===== src/rtl/nqsts_pkg.sv =====
// Shared types, constants and helpers for the note-queue square tone synth.
package nqsts_pkg;

  localparam int QUEUE_DEPTH = 128;
  localparam int IDX_W       = $clog2(QUEUE_DEPTH);
  localparam int FADE_LEN    = 64;
  localparam int FADE_W      = $clog2(FADE_LEN + 1);

  localparam int FREQ_W   = 14;
  localparam int LEN_W    = 21;
  localparam int PHASE_W  = 32;
  localparam int AMP_W    = 15;
  localparam int SAMPLE_W = 16;
  localparam int VOL_W    = 7;
  localparam int HZ_W     = 16;
  localparam int MS_W     = 16;

  localparam logic [FREQ_W-1:0] MAX_HZ          = 14'd11025;
  // floor((2^32 - 1) / 22050)
  localparam logic [17:0]       PHASE_UNIT      = 18'd194783;
  // ms * 22050 / 1000 == (ms * LEN_MUL) >> LEN_SHIFT, exact for 16-bit ms
  localparam logic [25:0]       LEN_MUL         = 26'd46242202;
  localparam int                LEN_SHIFT       = 21;
  localparam logic [VOL_W-1:0]  VOL_MAX         = 7'd100;
  localparam logic [7:0]        AMP_PER_PERCENT = 8'd240;
  localparam logic [AMP_W-1:0]  AMP_RESET       = 15'd6000;

  localparam logic [1:0] FUNC_QUEUE  = 2'd0;
  localparam logic [1:0] FUNC_SAMPLE = 2'd1;
  localparam logic [1:0] FUNC_FLUSH  = 2'd2;

  typedef struct packed {
    logic [FREQ_W-1:0] freq;
    logic [LEN_W-1:0]  len;
  } note_t;

  typedef struct packed {
    logic  push;
    logic  pop;
    logic  flush;
    note_t note;
  } queue_cmd_t;

  typedef struct packed {
    logic  empty;
    logic  full;
    note_t head;
  } queue_stat_t;

  function automatic logic [IDX_W-1:0] next_slot(input logic [IDX_W-1:0] i);
    logic [IDX_W-1:0] r;
    if (i == IDX_W'(QUEUE_DEPTH - 1)) begin
      r = '0;
    end else begin
      r = i + 1'b1;
    end
    return r;
  endfunction

endpackage


===== src/rtl/nqsts_ram.sv =====
// Generic single-write, single-read RAM with registered read data.
module nqsts_ram #(
  parameter int WIDTH = 8,
  parameter int DEPTH = 16
) (
  input  logic                     clk,
  input  logic                     wr_en,
  input  logic [$clog2(DEPTH)-1:0] wr_addr,
  input  logic [WIDTH-1:0]         wr_data,
  input  logic [$clog2(DEPTH)-1:0] rd_addr,
  output logic [WIDTH-1:0]         rd_data
);

  logic [WIDTH-1:0] mem [DEPTH];

  always_ff @(posedge clk) begin
    if (wr_en) begin
      mem[wr_addr] <= wr_data;
    end
    rd_data <= mem[rd_addr];
  end

endmodule


===== src/rtl/nqsts_queue.sv =====
// Note ring queue: pointers, note memory and a register copy of the head note.
module nqsts_queue (
  input  logic                    clk,
  input  logic                    rst,
  input  nqsts_pkg::queue_cmd_t   cmd,
  output nqsts_pkg::queue_stat_t  stat,
  output logic                    busy_next
);
  import nqsts_pkg::*;

  logic [IDX_W-1:0] head, head_next;
  logic [IDX_W-1:0] tail, tail_next;
  logic [IDX_W-1:0] rd_addr;
  note_t            cur;
  note_t            ram_rd;
  note_t            byp_data;
  logic             byp_valid;
  note_t            second;
  logic             empty;

  assign empty = (head == tail);

  always_comb begin
    head_next = head;
    tail_next = tail;
    if (cmd.flush) begin
      head_next = tail;
    end else if (cmd.pop) begin
      head_next = next_slot(head);
    end
    if (cmd.push) begin
      tail_next = next_slot(tail);
    end
  end

  // memory is always read one slot past the head so a pop finds its successor ready
  assign rd_addr   = next_slot(head_next);
  assign second    = byp_valid ? byp_data : ram_rd;
  assign busy_next = (head_next != tail_next);

  assign stat.empty = empty;
  assign stat.full  = (next_slot(tail) == head);
  assign stat.head  = cur;

  nqsts_ram #(
    .WIDTH ($bits(note_t)),
    .DEPTH (QUEUE_DEPTH)
  ) u_ram (
    .clk     (clk),
    .wr_en   (cmd.push),
    .wr_addr (tail),
    .wr_data (cmd.note),
    .rd_addr (rd_addr),
    .rd_data (ram_rd)
  );

  always_ff @(posedge clk) begin
    if (rst) begin
      head      <= '0;
      tail      <= '0;
      byp_valid <= 1'b0;
    end else begin
      head      <= head_next;
      tail      <= tail_next;
      byp_valid <= cmd.push && (tail == rd_addr);
    end
  end

  always_ff @(posedge clk) begin
    byp_data <= cmd.note;
    if (cmd.push && empty) begin
      cur <= cmd.note;
    end else if (cmd.pop) begin
      cur <= second;
    end
  end

endmodule


===== config.mk =====
export PLATFORM = sky130hd
export DESIGN_NAME = nqsts_queue
export DESIGN_NICKNAME = d
export VERILOG_FILES = /design/src/rtl/nqsts_pkg.sv /design/src/rtl/nqsts_ram.sv /design/src/rtl/nqsts_queue.sv
export SDC_FILE = /design/constraint.sdc
export NUM_CORES = 2
export LEC_CHECK = 0
export BUFFER_PORTS_ARGS = -buffer_cell sky130_fd_sc_hd__buf_2
export CAP_MARGIN = 30
export CORE_UTILIZATION = 43
export DETAILED_ROUTE_END_ITERATION = 7
export PLACE_DENSITY = 0.55
export SYNTH_ARGS = -nofsm -noshare
export SYNTH_HDL_FRONTEND = slang
export SYNTH_HIERARCHICAL = 1
export SYNTH_MEMORY_MAX_BITS = 65536
export SYNTH_SLANG_ARGS = --single-unit

===== constraint.sdc =====
create_clock -name clk -period 15.18 [get_ports clk]
set_clock_uncertainty 0.15 [all_clocks]
set_input_delay 1.518 -clock clk [delete_from_list [all_inputs] [get_ports clk]]
set_output_delay 1.518 -clock clk [all_outputs]
set_load 0.05 [all_outputs]

# Yosys cells after proc, flatten, opt, wreduce, memory -nomap -nowiden

Memory sizes are Yosys's and may differ from the RTL's. A register that Yosys moved wholly into a read port is not among the register bits.
Cells that the tools add are included.

Memories: 1
Logic and storage cells: 32
Output and inout port bits: 38
Bits in writable memories: 4480
Input port bits: 40
Register bits: 85

Memories:

| memory    | depth | bits a word | rd ports | clocked after Yosys merged registers in | write ports | RTL line        | RTL |
|---|---|---|---|---|---|---|---|
| u_ram.mem | 128   | 35          | 1        | 1                                       | 1           | nqsts_ram.sv:14 | `logic [WIDTH-1:0] mem [DEPTH];` |

Add/subtract/negate cells: 3
Muxes and demuxes: 11
Equality and inequality tests: 7
Reductions and logical operators: 3

Operators by type and width:

| operator              | count |
|---|---|
| $mux W35              | 3 |
| $mux W7               | 6 |
| $add A7 B1 Y7 const B | 3 |
| $eq A7 B7 Y1          | 3 |
| $eq A7 B7 Y1 const B  | 3 |
| $ne A7 B7 Y1          | 1 |
| $logic_and A1 B1 Y1   | 2 |
| $mux W1               | 2 |
| $reduce_bool A2 Y1    | 1 |

# Depth between registers and ports, before layout

Depth after elaboration: 8
Mapped depth: 18
Depth with buffers taken out: 14

# Hierarchy

The synthesis kept the hierarchy.

Modules (own cells, without submodules):

| module      | area an instance (um^2) | instances | cells an instance | seq. area each (um^2) |
|---|---|---|---|---|
| nqsts_ram   | 170838.8                | 1         | 6535              | 135229.7 |
| nqsts_queue | 4016.4                  | 1         | 382               | 2052.0 |

# Worst setup path after synthesis

No wires, ideal clock.

Path type: input port to flip-flop
Start: input cmd[35] in the netlist's numbering
End: register u_ram.rd_data[10], read port of u_ram.mem
Path slack: 9.395 ns
Setup time: 0.121 ns
Path buffers: 5
Data required time: 14.909 ns
Stages on the path: 17
Data arrival time: 5.515 ns
Cell sequence: buf_2 > inv_2 > buf_4 > mux2i_1 > inv_1 > ha_1 > nor2b_1 > o211ai_2 > nor2_1 > nor2_1 > clkbuf_1 > buf_2 > clkbuf_1 > mux4_2 > mux4_2 > mux4_2 > mux2_2

Cells in the longest elaborated chain, start to end: 3
Elaborated cells on any way between the ends: 4
Those cells by class: 1 x add/sub; 1 x eq/ne; 2 x mux

RTL lines:

| element                                              | RTL line                         | RTL |
|---|---|---|
| start, declared                                      | nqsts_queue.sv:5                 | `input nqsts_pkg::queue_cmd_t cmd,` |
| $mux W7 *                                            | nqsts_queue.sv:26                | `if (cmd.flush) begin` |
| via head_next[0]                                     | nqsts_queue.sv:11                | `logic [IDX_W-1:0] head, head_next;` |
| $add A7 B1 Y7 / $eq A7 B7 Y1 (equally long branches) | nqsts_pkg.sv:55, nqsts_pkg.sv:52 |  |
| $mux W7 *                                            | nqsts_pkg.sv:52                  | `if (i == IDX_W'(QUEUE_DEPTH - 1)) begin` |
| via rd_addr[0]                                       | nqsts_queue.sv:13                | `logic [IDX_W-1:0] rd_addr;` |
| end, declared                                        | nqsts_ram.sv:11                  | `output logic [WIDTH-1:0] rd_data` |

The timed path passes the listed nets; every way through them passes the cells marked *.
A chain may end at the register's enable or synchronous reset.

# Worst setup path in the final report

Start: register head[0]
End: register u_ram.rd_data[10], read port of u_ram.mem

Cells in the longest elaborated chain, start to end: 6
Elaborated cells on any way between the ends: 8
Those cells by class: 2 x add/sub; 2 x eq/ne; 4 x mux

RTL lines:

| element                                              | RTL line                         | RTL |
|---|---|---|
| start, declared                                      | nqsts_queue.sv:11                |  |
| start signal, assigned                               | nqsts_queue.sv:63                | `head <= head_next;` |
| $add A7 B1 Y7 / $eq A7 B7 Y1 (equally long branches) | nqsts_pkg.sv:55, nqsts_pkg.sv:52 |  |
| $mux W7                                              | nqsts_pkg.sv:52                  |  |
| $mux W7 *                                            | nqsts_queue.sv:28                | `end else if (cmd.pop) begin` |
| $mux W7 *                                            | nqsts_queue.sv:26                |  |
| via head_next[0]                                     | nqsts_queue.sv:11                |  |
| $add A7 B1 Y7 / $eq A7 B7 Y1 (equally long branches) | nqsts_pkg.sv:55, nqsts_pkg.sv:52 |  |
| $mux W7 *                                            | nqsts_pkg.sv:52                  |  |
| via rd_addr[0]                                       | nqsts_queue.sv:13                |  |

Marks and branches as above.

==> run summary <==
Status - finished, final reports clean
Crit end category - register
Reg clk slew, reported paths - 0.06 ns
TritonCTS clock tree - built
CTS root buf - clkbuf_16
Final setup TNS - 0 ns
Post-CTS setup buffer count - 0
Initial DRC Count - 10900
Pwr Density - 140 mW/mm^2
Layout cells sized above 1 - 34.3%
Worst R2R Setup Slack - 7.78 ns
Post-DP HPWL - 253000 um
# hold bufs at CTS - 0
Cell count after synthesis - 6917
Peak VDD IR - 0.000103 V
Max-slew violations - 0
Core region area - 0.404 sq mm
Vias - 80600
Largest net degree at the start of global routing - 128
Max Cap Viol - 0
WL/cell - 37.1 um
Buffers added on ports - 77
Global-route wire length before repair - 670000 um
Filler cell count - 31700
Crit path cell chain - ha_1 > and4b_1 > a41oi_1 > mux2i_1 > inv_1 > ha_4 > nor2b_1 > o211ai_2 > nor2_1 > nor2_4 > buf_12 > buf_12 > buf_12 > buf_12 > mux4_2 > mux4_2 > mux4_2 > mux2_2
Minimum clock period - 7.40 ns
Post-CTS sizing - 0
CP delay by family, top - multiplexers
FF-to-FF End - u_ram/rd_data[10]$_DFF_P_
Clock Latency Late Sink - 0.97 ns
Reg2reg start - head[0]$_SDFF_PP0_
Die Area - 0.409 sq mm
Crit path arrival time - 8.11 ns
Sequential area share after synthesis - 78.5%
Nets@finish - 7368
Leak - 0.0600 uW
Post-Syn Nets - 6960
WP buf/inv - 5
H-tree depth - 5
# IOs - 78
Gpl congestion - 0.798
CP dominant cell by count - buf_12
Longest Clk Path Bufs - 4
Placed cell area - 0.184 sq mm
Post-Route WL - 489000 um
Hold path startpoint - u_ram/rd_data[24]$_DFF_P_
Mapped Avg Cell Area - 25.3 sq um
CTS Buf Count - 454
Critical path class - reg -> reg
Worst Tran Pin Value - 1.11 ns
Row count - 233
Grt total ovfl - 0
Starting Density - 43.3%
Hold endpoint - stat[24]$_DFFE_PP_
Synth-to-layout area growth - 13.7%
EDFF count, synth - 4515
Hold Path Class - reg -> reg
Global Route Usage Sum - 23.9%
Netlist Area Pre-Place - 0.175 sq mm
Required time worst endpoint - 15.89 ns
Vias/cell - 6.12
Critical path launch point type - register
Synthesis Warnings - 6
Multi-input logic area - 0.0370 sq mm
Max frequency - 0.135 GHz
Final-report setup violation count - 0
Reg2reg path depth - 18
Post-synthesis register bit count - 4600
Vias in the first global route - 81000
Largest stage delay, worst path - 0.63 ns
Drt pass-1 iters - 5
Chip Height - 640 um
Die width - 640 um
Remaining DRCs - 0
Async S/R FF share, synth - 0%
Final Hold Viols - 0
ANT nets after route - 0
Worst-path maximum fanout - 96
Seq. cell area - 0.137 sq mm
Initial antenna violation count - 74
Final instance area - 0.199 sq mm
Slowest CP cell - dfxtp_1
Slew HR - 25.8%
Synth unique cells - 57
Unrepaired setup endpoints after global routing - false
Ys flop type - edfxtp_1
Hold Crit Depth - 2
Final critical-path share of the clock period - 48.7%
CTS Sinks - 4600
-- power breakdown --
group | internal, uW | total [uW] | switching (uW)
sequential | 14000 | 14100 | 55.1
combinational | 1070 | 2720 | 1650
clock | 6300 | 11100 | 4760
total | 21400 | 27900 | 6470
-- cells in the final DEF (no fill, tap or decap), types with 42 or more instances in the layout --
cell | synthesis | routed
clkbuf_1 | 225 | 95
mux4_2 | 1470 | 1470
nor2_4 | 0 | 120
clkinv_2 | 0 | 99
buf_2 | 92 | 42
clkbuf_16 | 0 | 463
a21oi_1 | 42 | 42
clkinv_1 | 0 | 105
nor2_1 | 183 | 63
buf_4 | 6 | 244
dfxtp_1 | 85 | 84
diode_2 | 0 | 52
edfxtp_1 | 4515 | 4515
-- Yosys cell counts, types with 2 or more instances --
library cell / n / area share [%]
or3_4: 2 / 0.013
a21oi_1: 42 / 0.12
nor2_1: 183 / 0.39
nor4_1: 3 / 0.011
buf_1: 47 / 0.10
nand3_1: 17 / 0.049
and2_1: 2 / 0.0072
o211ai_2: 2 / 0.014
nand2_1: 28 / 0.060
nand4_1: 9 / 0.032
nand2b_1: 3 / 0.011
ha_1: 3 / 0.021
nor3_1: 16 / 0.046
xnor2_1: 24 / 0.12
nor2b_1: 9 / 0.032
nand4b_1: 2 / 0.010
clkbuf_1: 225 / 0.48
buf_6: 3 / 0.019
mux2_2: 36 / 0.23
inv_1: 4 / 0.0086
dfxtp_1: 85 / 0.97
xor2_1: 14 / 0.070
nor4b_1: 2 / 0.010
buf_4: 6 / 0.026
edfxtp_1: 4515 / 78
o21ai_0: 5 / 0.014
mux2i_1: 39 / 0.22
mux4_2: 1470 / 19
buf_2: 92 / 0.26
or3_1: 2 / 0.0072
-- cells by family after synthesis --
family,count (synthesis),synth area share [%]
multiplexers,1545,19.4
AND/OR/NAND/NOR,290,0.748
AO/OA/AOI/OAI,62,0.233
adder cells (fa/ha/maj),3,0.0215
buffers and inverters,379,0.907
XOR/XNOR,38,0.190
flip-flops,4600,78.5
-- flip-flops by register name, indices dropped and copies added, names as in the netlist --
| register | cells |
|---|---|
| byp_data | 35 |
| byp_valid | 1 |
| head | 7 |
| stat | 35 |
| tail | 7 |
| u_ram/mem | 4480 |
| u_ram/rd_data | 35 |
-- worst max path at each step --
stage | from | to | depth (start not counted)
2_1_floorplan | cmd[35] | u_ram/rd_data[10]$_DFF_P_ | 17
3_3_place_gp | cmd[36] | u_ram/rd_data[28]$_DFF_P_ | 17
3_5_place_dp | cmd[36] | u_ram/rd_data[24]$_DFF_P_ | 18
4_1_cts | head[0]$_SDFF_PP0_ | u_ram/rd_data[24]$_DFF_P_ | 18
5_1_grt | head[0]$_SDFF_PP0_ | u_ram/rd_data[10]$_DFF_P_ | 18
6_report | head[0]$_SDFF_PP0_ | u_ram/rd_data[10]$_DFF_P_ | 18
-- metal layers --
metal  vias to the layer above  global-route usage (%)  wire [um]
li1                      31100                       -          -
met1                     45300                    34.6     202000
met2                      3522                    37.8     232000
met3                       605                    4.24      41000
met4                        18                    5.98      12900
met5                         -                       0        108
-- worst min-delay path, stage by stage, from the launching register on --
cell	delay [ns]
dfxtp_1	0.31
mux2i_1	0.06
a21oi_1	0.13
-- area by class of cell --
type / instances / share of cell area (%)
Inverter: 6 / 0.0151
Clock inverter: 289 / 1.27
Timing Repair Buffer: 325 / 1.48
Sequential cell: 4600 / 69.1
Clock buffer: 563 / 6.04
Tap cell: 5405 / 3.40
Multi-Input combinational cell: 1938 / 18.6
Antenna cell: 52 / 0.0655
-- metrics by stage --
stage / power, uW / util, % / hold slack (ns) / setup WS [ns] / cells
final: 27900 / 49.2 / 0.463 / 7.78 / 13200
after CTS: 28100 / 49.1 / 0.459 / 7.60 / 13100
after global placement: 17100 / 45.4 / 0.445 / 6.44 / 12300
after floorplan: 15900 / - / 0.421 / 9.39 / 6917
after detailed placement: 17100 / 45.5 / 0.450 / 6.99 / 12300
after global routing: 28600 / 49.2 / 0.484 / 7.23 / 13100
No activity file was read; power rests on OpenSTA's default activity.
