$ cat src/rtl/nqsts_pkg.sv
// Shared types, constants and helpers for the note-queue square tone synth.
package nqsts_pkg;

  localparam int QUEUE_DEPTH = 128;
  localparam int IDX_W       = $clog2(QUEUE_DEPTH);
  localparam int FADE_LEN    = 64;
  localparam int FADE_W      = $clog2(FADE_LEN + 1);

  localparam int FREQ_W   = 14;
  localparam int LEN_W    = 21;
  localparam int PHASE_W  = 32;
  localparam int AMP_W    = 15;
  localparam int SAMPLE_W = 16;
  localparam int VOL_W    = 7;
  localparam int HZ_W     = 16;
  localparam int MS_W     = 16;

  localparam logic [FREQ_W-1:0] MAX_HZ          = 14'd11025;
  // floor((2^32 - 1) / 22050)
  localparam logic [17:0]       PHASE_UNIT      = 18'd194783;
  // ms * 22050 / 1000 == (ms * LEN_MUL) >> LEN_SHIFT, exact for 16-bit ms
  localparam logic [25:0]       LEN_MUL         = 26'd46242202;
  localparam int                LEN_SHIFT       = 21;
  localparam logic [VOL_W-1:0]  VOL_MAX         = 7'd100;
  localparam logic [7:0]        AMP_PER_PERCENT = 8'd240;
  localparam logic [AMP_W-1:0]  AMP_RESET       = 15'd6000;

  localparam logic [1:0] FUNC_QUEUE  = 2'd0;
  localparam logic [1:0] FUNC_SAMPLE = 2'd1;
  localparam logic [1:0] FUNC_FLUSH  = 2'd2;

  typedef struct packed {
    logic [FREQ_W-1:0] freq;
    logic [LEN_W-1:0]  len;
  } note_t;

  typedef struct packed {
    logic  push;
    logic  pop;
    logic  flush;
    note_t note;
  } queue_cmd_t;

  typedef struct packed {
    logic  empty;
    logic  full;
    note_t head;
  } queue_stat_t;

  function automatic logic [IDX_W-1:0] next_slot(input logic [IDX_W-1:0] i);
    logic [IDX_W-1:0] r;
    if (i == IDX_W'(QUEUE_DEPTH - 1)) begin
      r = '0;
    end else begin
      r = i + 1'b1;
    end
    return r;
  endfunction

endpackage

$ cat src/rtl/nqsts_voice.sv
// Square-wave voice: phase accumulator, play position and fade envelope.
module nqsts_voice (
  input  logic                                   clk,
  input  logic                                   rst,
  input  logic                                   play,
  input  logic                                   flush,
  input  nqsts_pkg::note_t                       head,
  input  logic [nqsts_pkg::AMP_W-1:0]            amp_base,
  output logic signed [nqsts_pkg::SAMPLE_W-1:0]  sample,
  output logic                                   pop
);
  import nqsts_pkg::*;

  logic [LEN_W-1:0]         pos;
  logic [LEN_W-1:0]         pos_inc;
  logic [LEN_W-1:0]         left;
  logic [PHASE_W-1:0]       phase_acc;
  logic [PHASE_W-1:0]       phase_step;
  logic [PHASE_W-1:0]       phase_new;
  logic [FADE_W-1:0]        fade;
  logic                     fading;
  logic [AMP_W+FADE_W-1:0]  scaled;
  logic [AMP_W-1:0]         amp;
  logic                     tone;

  assign left    = head.len - pos;
  assign pos_inc = pos + 1'b1;
  assign pop     = play && (pos_inc >= head.len);
  assign tone    = (head.freq != '0);

  always_comb begin
    fading = 1'b1;
    fade   = '0;
    if (pos < LEN_W'(FADE_LEN)) begin
      fade = pos[FADE_W-1:0];
    end else if (left < LEN_W'(FADE_LEN)) begin
      fade = left[FADE_W-1:0];
    end else begin
      fading = 1'b0;
    end
  end

  assign scaled     = (AMP_W+FADE_W)'((amp_base * fade) / FADE_LEN);
  assign amp        = fading ? scaled[AMP_W-1:0] : amp_base;
  assign phase_step = PHASE_W'(head.freq) * PHASE_W'(PHASE_UNIT);
  assign phase_new  = phase_acc + phase_step;

  always_comb begin
    if (!tone) begin
      sample = '0;
    end else if (phase_new[PHASE_W-1]) begin
      sample = -$signed({1'b0, amp});
    end else begin
      sample = $signed({1'b0, amp});
    end
  end

  always_ff @(posedge clk) begin
    if (rst) begin
      pos       <= '0;
      phase_acc <= '0;
    end else if (flush) begin
      pos <= '0;
    end else if (play) begin
      pos <= pop ? '0 : pos_inc;
      if (tone) begin
        phase_acc <= phase_new;
      end
    end
  end

endmodule

$ cat config.mk
export PLATFORM = sky130hd
export DESIGN_NAME = nqsts_voice
export DESIGN_NICKNAME = d
export VERILOG_FILES = /design/src/rtl/nqsts_pkg.sv /design/src/rtl/nqsts_voice.sv
export SDC_FILE = /design/constraint.sdc
export NUM_CORES = 1
export LEC_CHECK = 0
export ABC_AREA = 0
export BUFFER_PORTS_ARGS = -buffer_cell sky130_fd_sc_hd__clkbuf_2
export CAP_MARGIN = 20
export CORE_ASPECT_RATIO = 0.5
export CORE_MARGIN = 4
export CORE_UTILIZATION = 40
export DETAILED_ROUTE_END_ITERATION = 7
export SYNTH_ARGS = -nofsm -noshare
export SYNTH_HDL_FRONTEND = slang
export SYNTH_SLANG_ARGS = --single-unit
$ cat constraint.sdc
create_clock -name clk -period 19.9 [get_ports clk]
set_clock_uncertainty 0.15 [all_clocks]
set_input_delay 3.98 -clock clk [delete_from_list [all_inputs] [get_ports clk]]
set_output_delay 3.98 -clock clk [all_outputs]
set_load 0.05 [all_outputs]
Yosys cells after proc, flatten, opt, wreduce, memory -nomap -nowiden
Cells that the tools add are included. Widths: inputs -> output; s select.

Add/sub/neg operators: 4. Multiply operators: 2. Order comparisons: 3. Mux-type cells: 8. Bitwise gates (word level): 1. Reductions and logical operators: 4.

Operator list (number): $lt 21x7->1 const B (2); $add 32x32->32 (1); $mul 14x18->32 const B (1); $mux 16 (2); $add 21x1->21 const B (1); $ge 21x21->1 (1); $mul 15x7->21 (1); $mux 21 (1); $sub 21x21->21 (1); $neg 15->16 (1); $mux 15 (1); $mux 7 (2); $reduce_bool 14->1 (1); $reduce_and 3->1 (1); $mux 1 (2); $reduce_or 2->1 (1); $logic_and 1x1->1 (1); $not 1->1 (1).

Bits in registers: 53. Input bits: 54. Output and inout bits: 17.

Depth between registers and ports, before layout
Gate-level depths: netlist of run 1.

Depth in word-level cells: 9. Mapped depth: 37. Depth with buffers taken out: 35.

Worst setup path before layout of run 1
Ideal clock, no wire load.

Path kind: input port to output port. Start point: input port head[0] (netlist name). End point: output port sample[6] (netlist name). Arrival time: 12435 ps. Required time: 15770 ps. Setup slack: 3335 ps. Stages: 33. Path buffers: 2. Cell sequence: inv_1 -> ha_1 -> fa_1 -> nand2b_1 -> a21oi_1 -> o21ai_0 -> a2111oi_0 -> nand4_1 -> a2111oi_0 -> nand4_1 -> o31ai_1 -> clkbuf_1 -> nand2_1 -> fa_1 -> fa_1 -> inv_1 -> fa_1 -> fa_1 -> ha_1 -> inv_1 -> nor2_1 -> nand2_1 -> inv_1 -> nand4_1 -> nand2_1 -> xor2_1 -> mux2i_1 -> ha_1 -> o21ai_1 -> or4_1 -> clkbuf_1 -> and3_1 -> nor3_1.

Word-level cells in the longest chain between the ends: 9.

RTL lines: start, declared (line nqsts_voice.sv:7) `input nqsts_pkg::note_t head,`; $sub 21x21->21 * (line nqsts_voice.sv:26) `assign left = head.len - pos;`; $lt 21x7->1 (line nqsts_voice.sv:36) `end else if (left < LEN_W'(FADE_LEN)) begin`; $mux 7 (line nqsts_voice.sv:36); $mux 7 (line nqsts_voice.sv:34) `if (pos < LEN_W'(FADE_LEN)) begin`; $mul 15x7->21 (line nqsts_voice.sv:43) `assign scaled = (AMP_W+FADE_W)'((amp_base * fade) / FADE_LEN);`; $mux 15 * (line nqsts_voice.sv:44) `assign amp = fading ? scaled[AMP_W-1:0] : amp_base;`; $neg 15->16 (line nqsts_voice.sv:52) `sample = -$signed({1'b0, amp});`; $mux 16 * (line nqsts_voice.sv:51) `end else if (phase_new[PHASE_W-1]) begin`; $mux 16 * (line nqsts_voice.sv:49) `if (!tone) begin`; end, declared (line nqsts_voice.sv:9) `output logic signed [nqsts_pkg::SAMPLE_W-1:0] sample,`.

Every way passes the cells marked *; elsewhere a longest branch is shown, timed or not.

Final worst setup path of run 1
Start point: input port head[0] (netlist name). End point: output port sample[14] (netlist name).

The elaborated chain is that of the path after synthesis.

==> reports/metrics.csv, run 1 <==
metric,value,unit
cts-resized-gates,0,
seq_area_frac_synth,7.674,%
drive_gt1_share,6.945,%
slew_headroom,30.09,%
hold_violations,0,
die_area,37780,um2
synthMuxAreaShare,0.7059,%
period_share,85.71,%
startpoint,head[0],
grt_use_met2,29.92,%
antenna_found_initial,0,
cpMostUsedCell,fa_1,
endpoint,sample[14],
irDropWorstVdd,0.1674,mV
gr-total-overflow,0,
pwr-share-comb,90.7,%
async_flop_share,0,%
drtIter0Drc,707,
area_growth,7.548,%
yosys.area_share.adder,45.09,%
crit_fanout,13,
r2r_slack,12.54,ns
worst-setup-path-type,in -> out,
insertion_delay,0.33,ns
slowest_stage,or4_1,
grtUsageMet3,2.511,%
dpl_cell_area,14690,um2
slew_violations,0,
root_buffer,clkbuf_16,
arrival,12.93,ns
reg2reg_to,phase_acc[31]$_SDFFE_PP0P_,
rows,47,
status,completed,
holdWs,0.3083,ns
setup_viol,0,
pwr-share-seq,5.2,%
holdPathStages,2,
power.density,173.7,nW/um2
switching_power,1441,uW
cpPeakStageDelay,0.66,ns
rr_worst_depth,26,
via_per_inst,5.067,
postCtsSetupBuffers,0,
clock_power_share,4.1,%
cts_tree,built,
start_util,41.17,%
design.core.area,33580,um2
cap_violations,0,
drc,0,
grt.busiest_layer,met2,
place_congestion,0.8940,
grt_max_degree,39,
synth_ff_type,dfxtp_1,
worstSetupEndpointType,output pin,
p_leak,0.007261,uW
drt_wl_total,34260,um
internal_power,1143,uW
htree_levels,2,
max_freq,0.05863,GHz
synthXorXnorAreaFrac,5.638,%
use_met1,27.65,%
syn_inst,1641,
synth_top_family_by_area,adder cells,
cts.clk_slew.worst_paths,0.09,ns
grt_usage,18.54,%
grt_pass1_wl,57460,um
switching_share,55.77,%
most-common-layout-cells,"300 x inv_1, 199 x ha_1, 187 x fa_1",
min_period,17.06,ns
nets,2138,
synth_seq_cells,53,
final_common_cell,inv_1,
ys_types,83,
numCtsBuffers,5,
rsz0062_at_grt,false,
synthSimpleGateAreaFrac,17.88,%
die_h,139.5,um
yosysWarnings,0,
drt-wirelength-per-cell,15.83,um
grt_pass1_vias,10980,
netlist_area,13830,um2
clock_path_buffers,2,
clock_sinks,53,
ant_nets,0,
cts_hold_buf,0,
worstSetupStartpointType,input port,
num_antenna_cells,0,
required,15.77,ns
dp_hpwl,28950,um
avgSynthCellArea,8.425,um2
hold_class,reg -> reg,
final_area,14870,um2
ioPinCount,71,
synth_compound_area_share,13.60,%
synth_edf_count,0,
port_buffers,70,
tns,0,ns
num_vias,10970,
worstMarginPinSlew,1.035,ns
dr.pass1.iters,5,
fp.dieW,270.9,um
regToRegStartpoint,phase_acc[7]$_SDFFE_PP0P_,
## power by group through the flow
stage	combinational, uW	clock [uW]	sequential [uW]
floorplan	1880	0	133
global placement	2330	0	136
detailed placement	2340	0	137
CTS	2360	110	134
global route	2690	114	136
finish	2340	106	134
## worst min path at each step
stage,start,end,slack (ns)
global placement,phase_acc[15]$_SDFFE_PP0P_,phase_acc[15]$_SDFFE_PP0P_,0.29
floorplan,phase_acc[19]$_SDFFE_PP0P_,phase_acc[19]$_SDFFE_PP0P_,0.28
CTS,phase_acc[15]$_SDFFE_PP0P_,phase_acc[15]$_SDFFE_PP0P_,0.31
global route,phase_acc[7]$_SDFFE_PP0P_,phase_acc[7]$_SDFFE_PP0P_,0.34
detailed placement,phase_acc[15]$_SDFFE_PP0P_,phase_acc[15]$_SDFFE_PP0P_,0.29
finish,phase_acc[15]$_SDFFE_PP0P_,phase_acc[15]$_SDFFE_PP0P_,0.31
## stage by stage
stage               util [%]  power [uW]  setup slack, ns  instances
floorplan                  -        2014            3.335       1653
global placement       43.75        2466            2.881       2153
detailed placement     43.75        2479            2.764       2153
CTS                    44.22        2604            2.748       2161
global route           44.28        2943            1.857       2164
finish                 44.28        2583            2.843       2164
## sequential cells by signal (all words and copies together), names as in the netlist
signal	cells
phase_acc	32
pos	21
## routing by layer
metal  share of wire, %  vias up
met5                  0        -
met4               0.42        0
met2                 45      163
met1                 50     5300
met3                3.9       12
li1                   -     5490
## critical path, delay by kind of cell
kind	cells	cell delay [ns]
compound gates	8	1.91
xor+xnor	1	0.08
fa+ha+maj	8	3.16
buf+inv	7	0.82
mux	2	0.60
simple gates	10	2.38
## area by class of cell
type | instances | area, um2
tap | 465 | 581.8
clock inverter | 2 | 17.52
timing repair buffer | 79 | 417.9
multi-input combinational | 1259 | 11530
sequential | 53 | 1061
inverter | 300 | 1126
fill | 3408 | 18710
clock buffer | 6 | 138.9
## cell families (layout without fill, tap and decap cells)
group                      Yosys count  in the layout
and+or+nand+nor                    491            491
muxes                                9              9
AOI/OAI and AO/OA                  270            270
buffers and inverters              341            387
xor gates and xnor gates            89             89
DFF                                 53             53
adders and majority gates          386            386
other                                2             14
## cells in the mapped netlist, drive strengths merged, types with 3 or more instances
cell     number  area [um2]
a2111oi       5       81.33
a211o        12       105.1
a211oi        8       60.06
a21boi        5       37.54
a21o         24       180.2
a21oi        87       446.7
a221o         3       30.03
a31oi         8       56.30
and2         37       234.0
and3         16       100.1
and4          6       55.05
buf           8       43.79
clkbuf       33       123.9
dfxtp        53        1061
fa          187        3744
ha          199        2490
inv         300        1126
mux2          6       67.56
mux2i         3       30.03
nand2       139       521.8
nand2b       26       162.7
nand3        27       135.1
nand3b        5       37.54
nand4        18       112.6
nor2        106       397.9
nor2b        42       262.8
nor3         25       130.1
nor3b         4       30.03
nor4          9       56.30
nor4b         5       50.04
o2111ai       4       35.03
o211ai        9       72.57
o21a         22       165.2
o21ai        32       163.9
o21bai        6       45.04
o31a          4       35.03
o31ai        10       75.07
o41ai         5       51.30
or2           6       37.54
or3          11       73.82
or4           5       41.29
xnor2        68       595.6
xor2         21       183.9
Note: power is estimated with default switching activity, not from simulation.
==> run 2, diff against run 1 <==
Settings changed: CELL_PAD_IN_SITES_DETAIL_PLACEMENT set to 1, CELL_PAD_IN_SITES_GLOBAL_PLACEMENT set to 1, PLACE_DENSITY_LB_ADDON set to 0.1.
==> reports/metrics.csv, run 2 (synthesis gave the netlist of run 1 again) <==
metric,value,unit
report.power.total,2712,uW
cts_hold_buf,0,
grt_pass1_vias,12480,
start_util,41.17,%
power.density,182.1,nW/um2
nFillCells,4069,
status,completed,
htree_levels,2,
worstSetupEndpointType,output pin,
cpMostUsedCell,fa_1,
fp.dieW,270.9,um
via_per_inst,5.295,
insertion_delay,0.34,ns
dr.pass1.iters,4,
ant_nets,0,
place_congestion,0.8923,
cpPeakStageDelay,0.90,ns
hold_violations,0,
grt_usage,22.22,%
drive_gt1_share,7.109,%
slew_headroom,31.56,%
drt-wirelength-per-cell,19.15,um
numCtsBuffers,5,
grt_pass1_wl,67530,um
num_vias,11470,
grt_max_degree,39,
cap_violations,0,
die_h,139.5,um
setup_ws,2.244,ns
root_buffer,clkbuf_16,
design.core.area,33580,um2
top_register,phase_acc,
period_share,88.73,%
num_antenna_cells,0,
nets,2141,
die_area,37780,um2
setup_viol,0,
required,15.77,ns
port_buffers,70,
tns,0,ns
clock_path_buffers,2,
min_period,17.66,ns
dpl_cell_area,14730,um2
cts.clk_slew.worst_paths,0.08,ns
drt_wl_total,41500,um
rsz0062_at_grt,false,
postCtsSetupBuffers,0,
place_ws,2.211,ns
slew_violations,0,
drtIter0Drc,418,
p_leak,0.007272,uW
worstMarginPinSlew,1.027,ns
path_buf_inv,7,
reg_top3,"phase_acc (32), pos (21)",
gr-total-overflow,0,
cts_tree,built,
utilization,44.34,%
clock_sinks,53,
final_area,14890,um2
slowest_stage,o31ai_1,
dp_hpwl,35580,um
hold_class,reg -> reg,
critPathTopFamily,adder cells,
arrival,13.53,ns
worstSetupStartpointType,input port,
crit_fanout,9,
most-common-layout-cells,"300 x inv_1, 199 x ha_1, 187 x fa_1",
worst-setup-path-type,in -> out,
max_freq,0.05664,GHz
final_common_cell,inv_1,
rows,47,
ioPinCount,71,
irDropWorstVdd,0.1344,mV
cts-resized-gates,0,
largest_reg_flops,32,
drc,0,
area_growth,7.692,%
antenna_found_initial,0,
-- run 2: changes by cell type in the layout (fill, tap and decap cells not counted) --
cell,previous run,this run
buf_2,0,2
buf_4,9,8
buf_6,0,2
clkbuf_8,1,0
clkinv_4,1,0
clkinvlp_4,0,2
inv_6,1,0
inv_8,0,1
-- run 2: worst min-delay path: stages (launching register included) --
cell	delay, ns
dfxtp_1	0.32
nand2_1	0.05
a21oi_1	0.05
-- run 2: per-stage QoR --
stage	instances	hold WS, ns
floorplan	1653	0.2819
global placement	2154	0.2911
detailed placement	2157	0.2981
CTS	2165	0.3113
global route	2167	0.3334
finish	2167	0.3067
-- run 2: path summary, 6_finish.rpt --
| kind | start | endpoint | slack, ns | cells after the start |
|---|---|---|---|---|
| hold reg to reg | phase_acc[30]$_SDFFE_PP0P_ | phase_acc[30]$_SDFFE_PP0P_ | 0.31 | 2 |
| setup reg to reg | phase_acc[7]$_SDFFE_PP0P_ | phase_acc[31]$_SDFFE_PP0P_ | 12.29 | 26 |
| hold / removal | phase_acc[30]$_SDFFE_PP0P_ | phase_acc[30]$_SDFFE_PP0P_ | 0.31 | 2 |
| setup / recovery | head[0] | sample[14] | 2.24 | 35 |
-- run 2: report_power, final --
group	switching [uW]	internal, uW
clock network	57.1	48.1
registers	9.67	125
logic	1480	993
-- run 2: routing by layer --
layer | vias to the layer above | GRT usage [%] | share of wire, %
met3 | 25 | 3.285 | 3.2
met2 | 125 | 36.62 | 46
li1 | 5491 | - | -
met1 | 5833 | 31.74 | 50
met4 | 0 | 3.324 | 1.2
met5 | - | 0 | 0
-- run 2: final cells by class --
cell class / instances / area (um2) / area share (%)
Tap cell: 465 / 581.8 / 3.908
Clock inverter: 3 / 26.28 / 0.1765
Timing Repair Buffer: 82 / 442.9 / 2.975
Multi-Input combinational cell: 1259 / 11530 / 77.41
Sequential cell: 53 / 1061 / 7.126
Inverter: 300 / 1126 / 7.563
Clock buffer: 5 / 125.1 / 0.8403
==> run 3, diff against run 2 <==
Clock period 19.9 ns to 19.2 ns, I/O delays scaled along.
==> reports/metrics.csv, run 3 (synthesis gave the netlist of run 1 again) <==
metric,value,unit
drt-wirelength-per-cell,19.22,um
die_h,139.5,um
slew_violations,0,
rsz0062_at_grt,false,
postCtsSetupBuffers,0,
multiInputGateArea,11530,um2
ant_nets,0,
gr-total-overflow,0,
port_buffers,70,
clock_path_buffers,2,
via_per_inst,5.299,
hold_violations,0,
nFillCells,4081,
status,completed,
cpPeakStageDelay,0.96,ns
grt_pass1_wl,67990,um
drive_gt1_share,7.109,%
drt_wl_total,41650,um
htree_levels,2,
min_period,17.48,ns
crit_fanout,9,
drc,0,
top_register,phase_acc,
worst-setup-path-type,in -> out,
tns,0,ns
cts_tree,built,
power.density,189.1,nW/um2
cts_hold_buf,0,
worstSetupStartpointType,input port,
largest_reg_flops,32,
num_antenna_cells,0,
utilization,44.39,%
num_vias,11480,
hold_class,reg -> reg,
rows,47,
insertion_delay,0.33,ns
cpMostUsedCell,fa_1,
nets,2141,
slowest_stage,o31ai_1,
grt_pass1_vias,12600,
numCtsBuffers,5,
dp_hpwl,35660,um
cts-resized-gates,0,
grt_max_degree,39,
drtIter0Drc,472,
max_freq,0.05720,GHz
area_growth,7.819,%
slew_headroom,27.38,%
dr.pass1.iters,4,
most-common-layout-cells,"300 x inv_1, 199 x ha_1, 187 x fa_1",
irDropWorstVdd,0.1240,mV
required,15.21,ns
cts.clk_slew.worst_paths,0.08,ns
clock_sinks,53,
setup_viol,0,
regArea,1061,um2
arrival,13.49,ns
ioPinCount,71,
die_area,37780,um2
period_share,91.05,%
final_common_cell,inv_1,
reg_top3,"phase_acc (32), pos (21)",
worstMarginPinSlew,1.080,ns
root_buffer,clkbuf_16,
cap_violations,0,
worstSetupEndpointType,output pin,
start_util,41.17,%
p_leak,0.007288,uW
antenna_found_initial,0,
grt_usage,22.32,%
place_congestion,0.8923,
design.core.area,33580,um2
fp.dieW,270.9,um
[run 3: report_power, final]
group	switching [uW]	internal, uW	total, uW
Combinational	1530	1030	2560
Sequential	10.1	129	139
Clock	56.3	62.3	119
[run 3: area by class of cell]
type                    count  share of cell area [%]
clock buffers               5                  0.8393
clock inverters             3                  0.2938
inverters                 300                   7.554
multi-input cells        1259                   77.32
flip-flops and latches     53                   7.118
well taps                 465                   3.903
repair buffers             82                   2.971
[run 3: path summary, 6_finish.rpt]
path                                                 start                    endpoint  slack [ns]  depth (start not counted)
worst min register to register  phase_acc[30]$_SDFFE_PP0P_  phase_acc[30]$_SDFFE_PP0P_        0.31                          2
worst max-delay path                               head[0]                  sample[14]        1.72                         35
worst min-delay path            phase_acc[30]$_SDFFE_PP0P_  phase_acc[30]$_SDFFE_PP0P_        0.31                          2
worst max register to register   phase_acc[7]$_SDFFE_PP0P_  phase_acc[31]$_SDFFE_PP0P_       11.62                         26
[run 3: metrics by stage]
| step | area (um2) | hold WS [ns] | power, uW | cells | setup WS, ns |
|---|---|---|---|---|---|
| CTS | 14900 | 0.3124 | 2845 | 2165 | 1.751 |
| floorplan | 13870 | 0.2819 | 2087 | 1653 | 2.915 |
| global placement | 14700 | 0.2911 | 2618 | 2154 | 2.099 |
| global route | 14910 | 0.3380 | 3150 | 2167 | 0.9681 |
| finish | 14910 | 0.3103 | 2819 | 2167 | 1.718 |
| detailed placement | 14730 | 0.3005 | 2697 | 2157 | 1.772 |
[run 3: critical path, delay by kind of cell]
| family | cells | cell delay (ns) |
|---|---|---|
| multiplexers | 2 | 0.61 |
| buffers and inverters | 7 | 0.88 |
| AO/OA/AOI/OAI | 8 | 2.93 |
| adder cells (fa/ha/maj) | 8 | 3.10 |
| XOR/XNOR | 1 | 0.06 |
| AND/OR/NAND/NOR | 9 | 2.07 |
[run 3: metal layers]
layer / vias up / GRT usage [%] / part of all wire [%]
met1: 5832 / 32.14 / 50
met5: - / 0 / 0
li1: 5497 / - / -
met3: 28 / 2.511 / 2.6
met2: 125 / 37.05 / 46
met4: 0 / 3.407 / 1.1
